File: config.mk
export PLATFORM = sky130hd
export DESIGN_NAME = psr_fifo
export DESIGN_NICKNAME = d
export VERILOG_FILES = /design/src/hw/rtl/psr_fifo.sv
export SDC_FILE = /design/constraint.sdc
export NUM_CORES = 1
export LEC_CHECK = 0
export ABC_CLOCK_PERIOD_IN_PS = 2600
export BUFFER_PORTS_ARGS = -buffer_cell sky130_fd_sc_hd__buf_2
export CORE_MARGIN = 2
export CORE_UTILIZATION = 25
export DETAILED_ROUTE_END_ITERATION = 16
export SYNTH_ARGS = -nofsm -noshare
export SYNTH_HDL_FRONTEND = slang
export SYNTH_SLANG_ARGS = --single-unit
File: constraint.sdc
create_clock -name clock -period 2.6 [get_ports clock]
set_clock_uncertainty 0.1 [all_clocks]
set_input_delay 0.26 -clock clock [delete_from_list [all_inputs] [get_ports clock]]
set_output_delay 0.26 -clock clock [all_outputs]
set_load 0.01 [all_outputs]
File: src/hw/rtl/psr_fifo.sv
// Small register FIFO used for the command queue and the result queue.
module psr_fifo #(
   parameter int  DEPTH      = 4,
   parameter type entry_type = logic
) (
   input  logic      clock,
   input  logic      reset,
   input  logic      push,
   input  entry_type push_data,
   output logic      full,
   input  logic      pop,
   output entry_type pop_data,
   output logic      empty
);
   localparam int PTR_W = (DEPTH > 1) ? $clog2(DEPTH) : 1;
   localparam int CNT_W = $clog2(DEPTH + 1);

   entry_type          slots [DEPTH];
   logic [PTR_W-1:0]   wr_ptr_ff, wr_ptr_in;
   logic [PTR_W-1:0]   rd_ptr_ff, rd_ptr_in;
   logic [CNT_W-1:0]   count_ff, count_in;
   logic               do_push, do_pop;

   assign full     = (count_ff == CNT_W'(DEPTH));
   assign empty    = (count_ff == '0);
   assign do_push  = push && !full;
   assign do_pop   = pop && !empty;
   assign pop_data = slots[rd_ptr_ff];

   // pointer and fill count
   always_comb begin
      wr_ptr_in = wr_ptr_ff;
      rd_ptr_in = rd_ptr_ff;
      count_in  = count_ff;
      if (do_push) begin
         wr_ptr_in = (wr_ptr_ff == PTR_W'(DEPTH - 1)) ? '0 : wr_ptr_ff + PTR_W'(1);
      end
      if (do_pop) begin
         rd_ptr_in = (rd_ptr_ff == PTR_W'(DEPTH - 1)) ? '0 : rd_ptr_ff + PTR_W'(1);
      end
      if (do_push && !do_pop) begin
         count_in = count_ff + CNT_W'(1);
      end else if (do_pop && !do_push) begin
         count_in = count_ff - CNT_W'(1);
      end
   end

   always_ff @(posedge clock) begin
      if (reset) begin
         wr_ptr_ff <= '0;
         rd_ptr_ff <= '0;
         count_ff  <= '0;
      end else begin
         wr_ptr_ff <= wr_ptr_in;
         rd_ptr_ff <= rd_ptr_in;
         count_ff  <= count_in;
      end
   end

   // storage
   always_ff @(posedge clock) begin
      if (do_push) begin
         slots[wr_ptr_ff] <= push_data;
      end
   end

endmodule

==> results of run 1 <==
metal layers:
layer	vias to the layer above	wire, um	GRT usage (%)
met5	-	0	0
met4	0	0	2.50
met3	0	72	3.83
met2	10	427	12.1
met1	185	421	8.35
li1	211	-	-
cells in the mapped netlist:
| master | instances | area (um^2) |
|---|---|---|
| nand3_1 | 2 | 10.0 |
| o21ai_1 | 1 | 5.00 |
| edfxtp_1 | 4 | 120 |
| nor3_1 | 2 | 10.0 |
| fa_1 | 1 | 20.0 |
| buf_6 | 1 | 11.3 |
| dfxtp_1 | 9 | 180 |
| or3b_1 | 1 | 8.76 |
| o21ai_0 | 1 | 5.00 |
| nand2_1 | 1 | 3.75 |
| nor2_1 | 3 | 11.3 |
| xor2_1 | 2 | 17.5 |
| mux4_2 | 1 | 22.5 |
| clkbuf_1 | 1 | 3.75 |
| and3_1 | 4 | 25.0 |
| bufinv_8 | 1 | 17.5 |
| nor2_2 | 1 | 6.26 |
| mux2i_1 | 2 | 20.0 |
| clkinv_4 | 1 | 8.76 |
| ha_1 | 6 | 75.1 |
| inv_1 | 3 | 11.3 |
| a21oi_1 | 3 | 15.0 |
| o31ai_2 | 2 | 25.0 |
| or3_1 | 2 | 12.5 |
power groups by stage:
stage               logic [mW]  clock network [mW]  registers, mW
floorplan                0.184                   0          0.292
global placement         0.219                   0          0.301
detailed placement       0.224                   0          0.302
CTS                      0.225               0.130          0.298
global route             0.254               0.140          0.304
finish                   0.220               0.124          0.297
how the worst min path moves through the flow:
stage / end / slack, ns
after global routing: slots[0] / 0.08
after detailed placement: rd_ptr_ff[0] / 0.38
after CTS: slots[1] / 0.09
after floorplan: slots[0] / 0.26
final: slots[1] / 0.1
after global placement: rd_ptr_ff[0] / 0.38
layout make-up:
| cell class | count | area (um^2) | share of cell area (%) |
|---|---|---|---|
| sequential | 13 | 300 | 41.1 |
| multi-input combinational | 35 | 293 | 40.1 |
| inverter | 5 | 37.5 | 5.14 |
| tap | 30 | 37.5 | 5.14 |
| timing repair buffer | 7 | 35.0 | 4.79 |
| clock buffer | 3 | 22.5 | 3.08 |
| clock inverter | 1 | 5.00 | 0.685 |
per-stage QoR:
step / worst slack (ns) / power (mW) / area [um^2] / hold WS (ns)
floorplan: 0.429 / 0.476 / 646 / 0.259
global placement: 0.245 / 0.519 / 703 / 0.381
detailed placement: 0.235 / 0.526 / 703 / 0.384
CTS: 0.216 / 0.653 / 731 / 0.0895
global route: 0.0398 / 0.698 / 731 / 0.0800
finish: 0.242 / 0.641 / 731 / 0.0952
critical path, delay by kind of cell, from the launching register on:
kind	cells	cell delay, ns
buffers and inverters	2	0.15
adders and majority gates	2	0.56
AOI/OAI and AO/OA	1	0.14
xor gates and xnor gates	1	0.16
and+or+nand+nor	3	0.76
DFF	1	0.45
kinds of logic (layout without fill, tap and decap cells):
logic type	after synthesis	in the layout	share of synthesized area, %
simple gates	16	16	13.6
flops	13	13	46.5
compound gates	7	7	7.75
fa+ha+maj	7	7	14.7
xor+xnor	2	2	2.71
mux	3	3	6.59
buf+inv	7	16	8.14
==> metrics, run 1 <==
CP Class=flip-flop to flip-flop; Iter 0 DRT Violations=1; Vias=406; Routed Antenna Nets=0; min cycle time layout=2.36 ns; global-route wire length before repair=1550 um; average cell area after synthesis=11.7 um^2; post-synth cell types=24; launch point of the worst path=count_ff[0]; HPWL Detailed=741 um; unrepaired setup endpoints after global routing=false; FF-to-FF Start=count_ff[0]; period utilisation layout=90.7%; Clock Power Share=19.4%; nets=77; grt total ovfl=0; Finished Layout Cells=94; post-placement cell count=90; Clk pin slew, worst setup/hold paths=0.09 ns; Die Width=54.8 um; H-Tree Depth=1; Finished Core Util=29.8%; syn nets=67; register share of total power=46.3%; Worst-Skew Late Latency=0.28 ns; IR drop worst, VDD=0.420 mV; cell chain of the critical path=or3b_1, clkinv_4, nor2_2, ha_1, inv_1, fa_1, xor2_1, or3_1, a21oi_1; Final Hold Vio Count=0; CP max stage delay=0.45 ns; die height=54.8 um; setup TNS=0 ns; TritonCTS clock tree=yes; max cap viols=0; synthesis-stage register bit count=13; I/O Pins=8; Clock Root Buffer=clkbuf_4; P_sw=0.220 mW; fraction of layout cells with a size suffix above 1=26.6%; CP Launch Type=flip-flop; worst path required time=2.72 ns; Cells after Synth=55; most frequent cells in the layout=9 x dfxtp_1, 7 x buf_2, 6 x ha_1, 4 x and3_1, 4 x edfxtp_1; Netlist Area Pre-Place=646 um^2; DRC violation count after routing=0; Die Footprint=3010 um^2; vias per cell=4.32; CTS Hold Buffers Added=0; IO Port Bufs=7; Slew @ Worst Pin=0.392 ns; Worst Hold Class=primary input to flip-flop; Power Density=877 nW/um^2; Critical Path End=count_ff[2]; leakage=0.325 nW; switching share of power=34.3%; wire per inst=9.81 um; # rows=18; CP max-delay cell=dfxtp_1; postcts setup bufs=0; Crit Path Max Fanout=7; total wire length=922 um; sequential area share after synthesis=46.5%; total clock sinks=13; Post-CTS Resized=0; # setup viols final=0; max-slew violations=0; crit path DAT=2.47 ns; outcome=complete, no violations; Peak Freq=424 MHz; Core Area=2450 um^2; CP endpoint kind=flip-flop; Worst R2R Path Depth=9; Logic pwr share=34.4%; gr usage total=7.46%; Rel. slew slack=73.7%; drt pass-1 iters=4; synth-to-layout area growth=13.2%; Hold Crit Depth=1; largest net degree at the start of global routing=9; initial antenna violation count=0; GP Congestion=0.658; synth warn=0; vias in the first global route=381; most common cell after layout, fill and taps aside=dfxtp_1; Hold Crit Start=push_data; clk buf depth=2; Initial Util=26.3%; filler instances=250; P_int=0.421 mW; n_diodes=0; Worst R2R Setup Slack=0.24 ns; CTS buffer count=3; reg2reg end=count_ff[2]
No activity file was read; power rests on OpenSTA's default activity.
==> inputs of run 2 (changes only) <==
BUFFER_PORTS_ARGS = unset   (was -buffer_cell sky130_fd_sc_hd__buf_2)
DONT_BUFFER_PORTS = 1   (was unset)
TNS_END_PERCENT = 100   (was unset)
==> metrics, run 2 (synthesis results as in run 1) <==
Rel. slew slack=74.8%; CP max stage delay=0.46 ns; met2 routed WL=394 um; Clk pin slew, worst setup/hold paths=0.07 ns; Finished Layout Cells=89; total wire length=912 um; vias in the first global route=392; die height=54.8 um; CP max-delay cell=dfxtp_1; unrepaired setup endpoints after global routing=false; max-slew violations=0; fraction of layout cells with a size suffix above 1=16.9%; Routed Antenna Nets=0; period utilisation layout=88.1%; min cycle time layout=2.29 ns; total clock sinks=13; Worst-Skew Late Latency=0.27 ns; setup TNS=0 ns; Die Width=54.8 um; crit path DAT=2.40 ns; IR drop worst, VDD=0.290 mV; # rows=18; n_diodes=0; CP endpoint kind=flip-flop; nets=72; CP Class=flip-flop to flip-flop; wire per inst=10.2 um; vias per cell=4.40; Top Layer Used=met4; Worst Hold Class=primary input to flip-flop; TritonCTS clock tree=yes; Final WS setup=0.310 ns; GP Congestion=0.647; drt pass-1 iters=2; Initial Util=26.3%; leakage=0.304 nW; initial antenna violation count=0; H-Tree Depth=1; I/O Pins=8; # setup viols final=0; IO Port Bufs=0; Routed met3 length=97 um; Power Density=867 nW/um^2; grt total ovfl=0; synth-to-layout area growth=11.0%; HPWL Detailed=685 um; Vias=392; Iter 0 DRT Violations=4; pre-CTS setup slack=0.185 ns; worst path required time=2.71 ns; Final Hold Vio Count=0; Metal-1 WL=408 um; max cap viols=0; CTS buffer count=3; clk buf depth=2; most frequent cells in the layout=9 x dfxtp_1, 6 x ha_1, 4 x and3_1, 4 x edfxtp_1; Core Area=2450 um^2; Slew @ Worst Pin=0.375 ns; Die Footprint=3010 um^2; CP Launch Type=flip-flop; DRC violation count after routing=0; cell chain of the critical path=or3b_4, clkinv_4, nor2_2, ha_1, inv_1, fa_1, xor2_1, or3_1, a21oi_1; Clock Root Buffer=clkbuf_4; Crit Path Max Fanout=7; gr usage total=8.31%; outcome=complete, no violations; Peak Freq=437 MHz; most common cell after layout, fill and taps aside=dfxtp_1; post-placement cell count=83; global-route wire length before repair=1610 um; largest net degree at the start of global routing=8
-- run 2: worst max-delay path, delay by kind of cell (launching register included) --
kind | cells | cell delay [ns]
adders and majority gates | 2 | 0.57
AOI/OAI and AO/OA | 1 | 0.13
buffers and inverters | 2 | 0.14
xor gates and xnor gates | 1 | 0.16
DFF | 1 | 0.46
and+or+nand+nor | 3 | 0.67
-- run 2: where the power goes --
part / switching, mW / total, mW / leakage, nW / internal (mW)
registers: 0.0414 / 0.296 / 0.111 / 0.255
logic: 0.103 / 0.203 / 0.178 / 0.100
clock network: 0.0625 / 0.122 / 0.0150 / 0.0595
total: 0.207 / 0.621 / 0.304 / 0.414
-- run 2: area by class of cell --
cell class | instances | area, um^2
Fill cell | 252 | 1740
Multi-Input combinational cell | 35 | 295
Tap cell | 30 | 37.5
Clock buffer | 4 | 26.3
Timing Repair Buffer | 2 | 20.0
Inverter | 5 | 37.5
Sequential cell | 13 | 300
-- run 2: final timing paths --
path | from | to | slack [ns] | cells past startpoint
setup / recovery | count_ff[0] | count_ff[2] | 0.31 | 9
hold / removal | push | wr_ptr_ff[0] | 0.03 | 2
setup reg to reg | count_ff[0] | count_ff[2] | 0.31 | 9
hold reg to reg | rd_ptr_ff[0] | rd_ptr_ff[0] | 0.40 | 2
-- run 2: timing repair --
action / in CTS / in global routing
endpoints found under the hold margin: 13 / 0
resized for setup: 0 / 1
setup buffers: 0 / 0
hold buffers: 2 / 0
setup endpoints to repair: 0 / 1
-- run 2: layer usage --
layer  GRT usage (%)  vias to the layer above
met4            5.00                        0
met2            12.3                       10
met5               0                        -
met1            7.86                      182
met3            6.83                        2
li1                -                      198
-- run 2: metrics by stage --
stage / power (mW) / instance area, um^2 / hold WS (ns) / utilization, %
2_1_floorplan: 0.476 / 646 / 0.259 / -
3_3_place_gp: 0.495 / 668 / 0.232 / 27.2
3_5_place_dp: 0.501 / 668 / 0.233 / 27.2
4_1_cts: 0.631 / 714 / 0.0225 / 29.1
5_1_grt: 0.688 / 717 / 0.00913 / 29.2
6_report: 0.621 / 717 / 0.0339 / 29.2
