**config.mk**
```make
export PLATFORM = sky130hd
export DESIGN_NAME = psr_front
export DESIGN_NICKNAME = d
export VERILOG_FILES = /design/src/hw/rtl/psr_pkg.sv /design/src/hw/rtl/psr_front.sv
export SDC_FILE = /design/constraint.sdc
export NUM_CORES = 1
export LEC_CHECK = 0
export CAP_MARGIN = 20
export CORE_UTILIZATION = 30
export CTS_BUF_LIST = sky130_fd_sc_hd__clkbuf_8
export CTS_CLUSTER_DIAMETER = 150
export CTS_CLUSTER_SIZE = 25
export DETAILED_ROUTE_END_ITERATION = 10
export DONT_BUFFER_PORTS = 1
export GPL_ROUTABILITY_DRIVEN = 0
export PLACE_DENSITY_LB_ADDON = 0.12
export SLEW_MARGIN = 10
export SYNTH_ARGS = -nofsm -noshare
export SYNTH_HDL_FRONTEND = slang
export SYNTH_SLANG_ARGS = --single-unit
```
**constraint.sdc**
```tcl
create_clock -name clock -period 15.92 [get_ports clock]
set_clock_uncertainty 0.15 [all_clocks]
set_input_delay 4.776 -clock clock [delete_from_list [all_inputs] [get_ports clock]]
set_output_delay 4.776 -clock clock [all_outputs]
set_load 0.005 [all_outputs]
```
**src/hw/rtl/psr_pkg.sv**
```systemverilog
// Shared types, constants and blend arithmetic for the palette scanline renderer.
package psr_pkg;

   // Field widths fixed by the block's interface
   localparam int X_W       = 13;
   localparam int CSR_W     = 12;
   localparam int CSR_IDX_W = 2;
   localparam int IDX_W     = 8;
   localparam int CH_W      = 8;
   localparam int RGB_W     = 3 * CH_W;

   // Configuration register indexes
   typedef enum logic [CSR_IDX_W-1:0] {
      CSR_DRAW_MODE     = 2'd0,
      CSR_BEAM_START    = 2'd1,
      CSR_LINE_PIXELS   = 2'd2,
      CSR_VISIBLE_WIDTH = 2'd3
   } csr_index_type;

   // How a drawn byte turns into output pixels
   typedef enum logic [1:0] {
      PIX_HIRES  = 2'd0,
      PIX_DOUBLE = 2'd1,
      PIX_BLEND  = 2'd2
   } pix_kind_type;

   // Command passed from the front to the back through the command queue
   typedef struct packed {
      logic                 is_write;
      logic [IDX_W-1:0]     index;
      logic [RGB_W-1:0]     rgb;
      logic [X_W-1:0]       x;
      pix_kind_type         kind;
      logic                 clear_prev;
   } cmd_type;

   // One output pixel
   typedef struct packed {
      logic [X_W-1:0]  x;
      logic [CH_W-1:0] red;
      logic [CH_W-1:0] green;
      logic [CH_W-1:0] blue;
      logic            last;
   } rsp_type;

   // Blend weights: (prev * 5 + pal * 95) / 100
   localparam int BLEND_PREV_WEIGHT = 5;
   localparam int BLEND_PAL_WEIGHT  = 95;
   localparam int MIX_W             = 15;
   // Divide by 100 as multiply by 2^19/100 rounded up; exact for sums up to 25500
   localparam int RECIP_100   = 5243;
   localparam int RECIP_SHIFT = 19;
   localparam int PROD_W      = MIX_W + 13;

   function automatic logic [MIX_W-1:0] mix_sum(logic [CH_W-1:0] prev, logic [CH_W-1:0] pal);
      return MIX_W'(prev) * MIX_W'(BLEND_PREV_WEIGHT) + MIX_W'(pal) * MIX_W'(BLEND_PAL_WEIGHT);
   endfunction

   function automatic logic [CH_W-1:0] div100(logic [MIX_W-1:0] sum);
      logic [PROD_W-1:0] prod;
      prod = PROD_W'(sum) * PROD_W'(RECIP_100);
      return prod[RECIP_SHIFT +: CH_W];
   endfunction

endpackage

```
**src/hw/rtl/psr_front.sv**
```systemverilog
// Front end: configuration registers, line counters and clipping of incoming requests.
module psr_front #(
   parameter int MAX_LINE_PIXELS = 4096
) (
   input  logic                            clock,
   input  logic                            reset,
   input  logic                            csr_wr_en,
   input  logic [psr_pkg::CSR_IDX_W-1:0]   csr_index,
   input  logic [psr_pkg::CSR_W-1:0]       csr_wr_data,
   input  logic                            push,
   output logic                            full,
   input  logic                            req_type,
   input  logic [psr_pkg::IDX_W-1:0]       req_color_index,
   input  logic [psr_pkg::CH_W-1:0]        req_pal_red,
   input  logic [psr_pkg::CH_W-1:0]        req_pal_green,
   input  logic [psr_pkg::CH_W-1:0]        req_pal_blue,
   input  logic                            req_line_start,
   output logic                            cmd_push,
   output psr_pkg::cmd_type                cmd_data,
   input  logic                            cmd_full
);
   import psr_pkg::*;

   localparam int CNT_W = $clog2(MAX_LINE_PIXELS + 1);
   localparam int CMP_W = 16;

   localparam logic REQ_PIXEL     = 1'b0;
   localparam logic REQ_PAL_WRITE = 1'b1;

   localparam logic [1:0] MODE_HIRES = 2'd0;
   localparam logic [1:0] MODE_BLEND = 2'd2;
   localparam int         VISIBLE_WIDTH_RESET = 640;

   logic [1:0]         draw_mode_ff, draw_mode_in;
   logic [CSR_W-1:0]   beam_start_ff, beam_start_in;
   logic [CSR_W-1:0]   line_pixels_ff, line_pixels_in;
   logic [CSR_W-1:0]   visible_width_ff, visible_width_in;
   logic [CNT_W-1:0]   src_cnt_ff, src_cnt_in;
   logic               clear_pend_ff, clear_pend_in;

   logic               accept, pixel_accept, is_write;
   logic               bs_neg, bs_pos, lowres, at_max, draw;
   logic [CSR_W-1:0]   abs_bs, off, skip;
   logic signed [CMP_W-1:0] width, width_eff, limit_raw, limit;
   logic signed [CMP_W-1:0] pos_s, skip_s, d_s;
   logic [CNT_W-1:0]   pos;
   logic [X_W-1:0]     x_step;
   pix_kind_type       kind;

   assign full         = cmd_full;
   assign accept       = push && !cmd_full;
   assign is_write     = (req_type == REQ_PAL_WRITE);
   assign pixel_accept = accept && (req_type == REQ_PIXEL);

   // configuration writes
   always_comb begin
      draw_mode_in     = draw_mode_ff;
      beam_start_in    = beam_start_ff;
      line_pixels_in   = line_pixels_ff;
      visible_width_in = visible_width_ff;
      if (csr_wr_en) begin
         unique case (csr_index_type'(csr_index))
            CSR_DRAW_MODE:     draw_mode_in     = csr_wr_data[1:0];
            CSR_BEAM_START:    beam_start_in    = csr_wr_data;
            CSR_LINE_PIXELS:   line_pixels_in   = csr_wr_data;
            CSR_VISIBLE_WIDTH: visible_width_in = csr_wr_data;
            default:           draw_mode_in     = draw_mode_ff;
         endcase
      end
   end

   // mode decode; the unused code behaves as doubled
   always_comb begin
      unique case (draw_mode_ff)
         MODE_HIRES: kind = PIX_HIRES;
         MODE_BLEND: kind = PIX_BLEND;
         default:    kind = PIX_DOUBLE;
      endcase
   end
   assign lowres = (kind != PIX_HIRES);

   // clip window from beam start, line length and visible width
   assign bs_neg    = beam_start_ff[CSR_W-1];
   assign bs_pos    = !bs_neg && (beam_start_ff != '0);
   assign abs_bs    = bs_neg ? (~beam_start_ff + CSR_W'(1)) : beam_start_ff;
   assign off       = bs_pos ? beam_start_ff : '0;
   assign skip      = bs_neg ? abs_bs : '0;
   assign width     = signed'(CMP_W'(visible_width_ff)) - signed'(CMP_W'(off));
   assign width_eff = lowres ? (width >>> 1) : width;
   assign limit_raw = signed'(CMP_W'(line_pixels_ff)) - signed'(CMP_W'(abs_bs));
   assign limit     = (limit_raw > width_eff) ? width_eff : limit_raw;

   // position of this byte within the line
   assign pos    = req_line_start ? '0 : src_cnt_ff;
   assign at_max = (pos >= CNT_W'(MAX_LINE_PIXELS));
   assign pos_s  = signed'(CMP_W'(pos));
   assign skip_s = signed'(CMP_W'(skip));
   assign d_s    = pos_s - skip_s;
   assign draw   = !at_max && (pos_s >= skip_s) && (d_s < limit);
   assign x_step = lowres ? (X_W'(d_s) << 1) : X_W'(d_s);

   // counters
   always_comb begin
      src_cnt_in    = src_cnt_ff;
      clear_pend_in = clear_pend_ff;
      if (pixel_accept) begin
         src_cnt_in    = at_max ? pos : pos + CNT_W'(1);
         clear_pend_in = draw ? 1'b0 : (clear_pend_ff || req_line_start);
      end
   end

   // command to the back end
   assign cmd_push = accept && (is_write || draw);
   always_comb begin
      cmd_data.is_write   = is_write;
      cmd_data.index      = req_color_index;
      cmd_data.rgb        = {req_pal_red, req_pal_green, req_pal_blue};
      cmd_data.x          = X_W'(off) + x_step;
      cmd_data.kind       = kind;
      cmd_data.clear_prev = clear_pend_ff || req_line_start;
   end

   always_ff @(posedge clock) begin
      if (reset) begin
         draw_mode_ff     <= MODE_HIRES;
         beam_start_ff    <= '0;
         line_pixels_ff   <= '0;
         visible_width_ff <= CSR_W'(VISIBLE_WIDTH_RESET);
         src_cnt_ff       <= '0;
         clear_pend_ff    <= 1'b0;
      end else begin
         draw_mode_ff     <= draw_mode_in;
         beam_start_ff    <= beam_start_in;
         line_pixels_ff   <= line_pixels_in;
         visible_width_ff <= visible_width_in;
         src_cnt_ff       <= src_cnt_in;
         clear_pend_ff    <= clear_pend_in;
      end
   end

endmodule

```
==> flow_metrics.py <==
metrics = {
    "setup_path": {
        "ff2ff_path_depth": 34,
        "cp_num_buf_inv": 1,
        "timing.rr.end": "clear_pend_ff$_SDFFE_PP0P_",
        "crit_arrival_ps": 8230,
        "critPathKind": "in -> out",
        "critPathTopFamily": "compound AO/OA/AOI/OAI gates",
        "r2r_slack_ps": 8640,
        "cp_slowest_cell": "fa_1",
        "r2r_start": "beam_start_ff[0]$_SDFFE_PP0P_",
        "worstSetupStartpointType": "input port",
        "cp.required_ps": 10990,
        "cp_cell_sequence": "nand2b_1, ha_1, inv_1, fa_1, a21o_1, a221oi_2, o21a_1, nor2b_1, nor2_1, xnor2_1, nand2_1, o21ai_0, ha_1, and2_1, o21ai_0, o21ai_0, o41ai_1, xor2_1",
        "crit_top_cell": "o21ai_0",
        "slowest_delay_ps": 400,
        "end_kind": "output pin",
        "path_max_fanout": 17,
    },
    "sta": {
        "final-hold-violation-count": 0,
        "setup_tns_ps": 0,
        "layout_setup_ws_ps": 2770,
        "setup_viol": 0,
        "maxSlewHeadroom": 0.420,
        "fmax_mhz": 76.0,
        "finalCriticalPeriod_ps": 13150,
        "rsz0062_at_grt": "false",
        "period_share": 0.826,
        "drv_slew": 0,
        "tightest_slew_ps": 867,
    },
    "final_layout": {
        "fill_cells": 2070,
        "nets": 891,
        "drive_above_1_share": 0.0344,
        "insertedDiodeCount": 0,
        "mostFrequentLayoutCell": "nand2_1",
        "most-common-layout-cells": "nand2_1 (115), ha_1 (79), a21oi_1 (75)",
        "area_growth_pct": 2.33,
    },
    "synthesis": {
        "synth_top_family_by_area": "simple AND/OR/NAND/NOR gates",
        "synth-compound-area-share": 0.176,
        "synth_area_leaders": "dfxtp_1 (18%), ha_1 (17%), nand2_1 (7.3%), a21oi_1 (6.3%), xnor2_1 (4.9%)",
        "yosysSeqAreaShare": 0.176,
        "synth_edf_count": 0,
        "synth-main-ff-cell": "dfxtp_1",
        "ys_types": 56,
        "synthAdderAreaFrac": 0.181,
        "synth-seq-cells": 52,
        "synth_top_cell_area_share": 0.176,
        "synth_mux_area_frac": 0.0485,
        "syn-num-nets": 940,
        "ys_warn_count": 0,
        "syn_area_sq_um": 5910,
        "syn_area_per_cell_sq_um": 7.35,
        "synth_xor_area_frac": 0.0844,
        "synthArstFlopShare": 0,
        "yosysTopAreaCell": "dfxtp_1",
        "synthCells": 804,
        "synthSimpleGateAreaFrac": 0.244,
    },
    "hold_path": {
        "min_delay_worst_endpoint": "line_pixels_ff[11]$_SDFFE_PP0P_",
        "min-delay-path-class": "reg -> reg",
        "hold_path_depth": 2,
        "min-delay-start": "line_pixels_ff[11]$_SDFFE_PP0P_",
    },
    "power": {
        "p_leak_uw": 0.00274,
        "ir_drop_mv": 0.0603,
        "p_per_area_nw_per_um2": 76.3,
    },
    "detailed_routing": {
        "vias_per_cell": 5.02,
        "drc_errors": 0,
        "first_iter_violations": 235,
        "routedWlPerCell_um": 16.1,
        "vias": 5098,
        "ant_nets": 0,
        "routed_wirelength_um": 16300,
        "first_pass_iters": 4,
    },
    "job": {
        "cap_violations": 0,
    },
    "clock_network": {
        "post-cts-setup-buffer-count": 0,
        "hold_buffers": 0,
        "root_buffer": "clkbuf_8",
        "cts_buffers": 5,
        "cts_sinks": 52,
        "clk_pin_slew_ps": 90,
        "clk_latency_ps": 340,
        "ctsHtreeMaxLevel": 2,
        "clk_path_buf_depth": 2,
        "cts_tree": "built",
        "cts_resized": 0,
    },
    "floorplanning": {
        "core_area_sq_um": 19000,
        "dieArea_sq_um": 20300,
        "initial_core_util": 0.311,
        "die_h_um": 142,
        "rows": 50,
        "io_pins": 104,
        "die_x_um": 142,
    },
    "grt": {
        "grt_max_degree": 53,
        "track_usage": 0.168,
        "grt_pass1_vias": 4908,
        "antenna_found_initial": 0,
        "grt_overflow": 0,
        "grt_pass1_wl_um": 26100,
    },
    "placement": {
        "portBuffers": 0,
        "dpl.hpwl_um": 13700,
        "place_ws_ps": 2740,
    },
    "run_status": {
        "outcome": "finished, final reports clean",
    },
}
## sequential cells by signal, indices dropped and copies added, names as in the netlist
| name | flops |
|---|---|
| clear_pend_ff | 1 |
| src_cnt_ff | 13 |
| line_pixels_ff | 12 |
| draw_mode_ff | 2 |
| beam_start_ff | 12 |
| visible_width_ff | 12 |
## per-stage QoR
step / cells / util / instance area (sq um) / hold WS [ps] / power (uW)
2_1_floorplan: 804 / - / 5910 / 286 / 306
3_3_place_gp: 1008 / 0.311 / 5910 / 295 / 346
3_5_place_dp: 1008 / 0.311 / 5910 / 303 / 350
4_1_cts: 1016 / 0.318 / 6050 / 316 / 467
5_1_grt: 1016 / 0.318 / 6050 / 341 / 497
6_report: 1016 / 0.318 / 6050 / 313 / 462
## cells by family after synthesis
group / Yosys count
muxes: 28
buffers and inverters: 106
other: 2
xor gates and xnor gates: 57
DFF: 52
AOI/OAI and AO/OA: 166
and+or+nand+nor: 310
adders and majority gates: 83
## tightest hold or removal path, delay by kind of cell, from the launching register on
family / cells / cell delay, ps
AO/OA/AOI/OAI: 1 / 50
AND/OR/NAND/NOR: 1 / 50
flip-flops: 1 / 320
## synthesized netlist by cell type, types with 20 or more instances
cell,number
buf_4,34
xnor2_1,33
ha_1,79
xor2_1,24
nand2b_1,20
a21oi_1,75
o21ai_0,25
clkbuf_1,21
nor2b_1,24
nand3_1,22
nor2_1,71
inv_1,47
nand2_1,115
dfxtp_1,52
mux2i_1,23
## metal layers
metal / vias up / routed length (um) / GRT usage / part of all wire
met5: - / 0 / 0 / 0
met4: 0 / 226 / 0.0441 / 0.014
met3: 19 / 635 / 0.0262 / 0.039
met2: 82 / 7250 / 0.268 / 0.44
met1: 2375 / 8240 / 0.232 / 0.50
li1: 2622 / - / - / -
## layout make-up
type | count | area [sq um] | area share
Multi-Input combinational cell | 646 | 4350 | 0.719
Sequential cell | 52 | 1040 | 0.172
Tap cell | 260 | 325 | 0.0538
Inverter | 47 | 176 | 0.0292
Clock buffer | 5 | 68.8 | 0.0114
Clock inverter | 3 | 68.8 | 0.0114
Timing Repair Buffer | 3 | 22.5 | 0.00372
## how the worst max path moves through the flow
stage / start / end / slack [ps] / cells past startpoint
2_1_floorplan: req_line_start / cmd_data[15] / 2940 / 19
3_3_place_gp: req_line_start / cmd_data[15] / 2810 / 18
3_5_place_dp: req_line_start / cmd_data[15] / 2740 / 18
4_1_cts: req_line_start / cmd_data[15] / 2730 / 18
5_1_grt: req_line_start / cmd_push / 2440 / 17
6_report: req_line_start / cmd_data[15] / 2770 / 18
## report_power, final
part | total [uW] | switching (uW) | internal (uW)
combinational | 210 | 122 | 87.7
sequential | 138 | 4.01 | 134
clock | 114 | 50.9 | 63.3
total | 462 | 177 | 285
(Power assumes the default switching activity.)
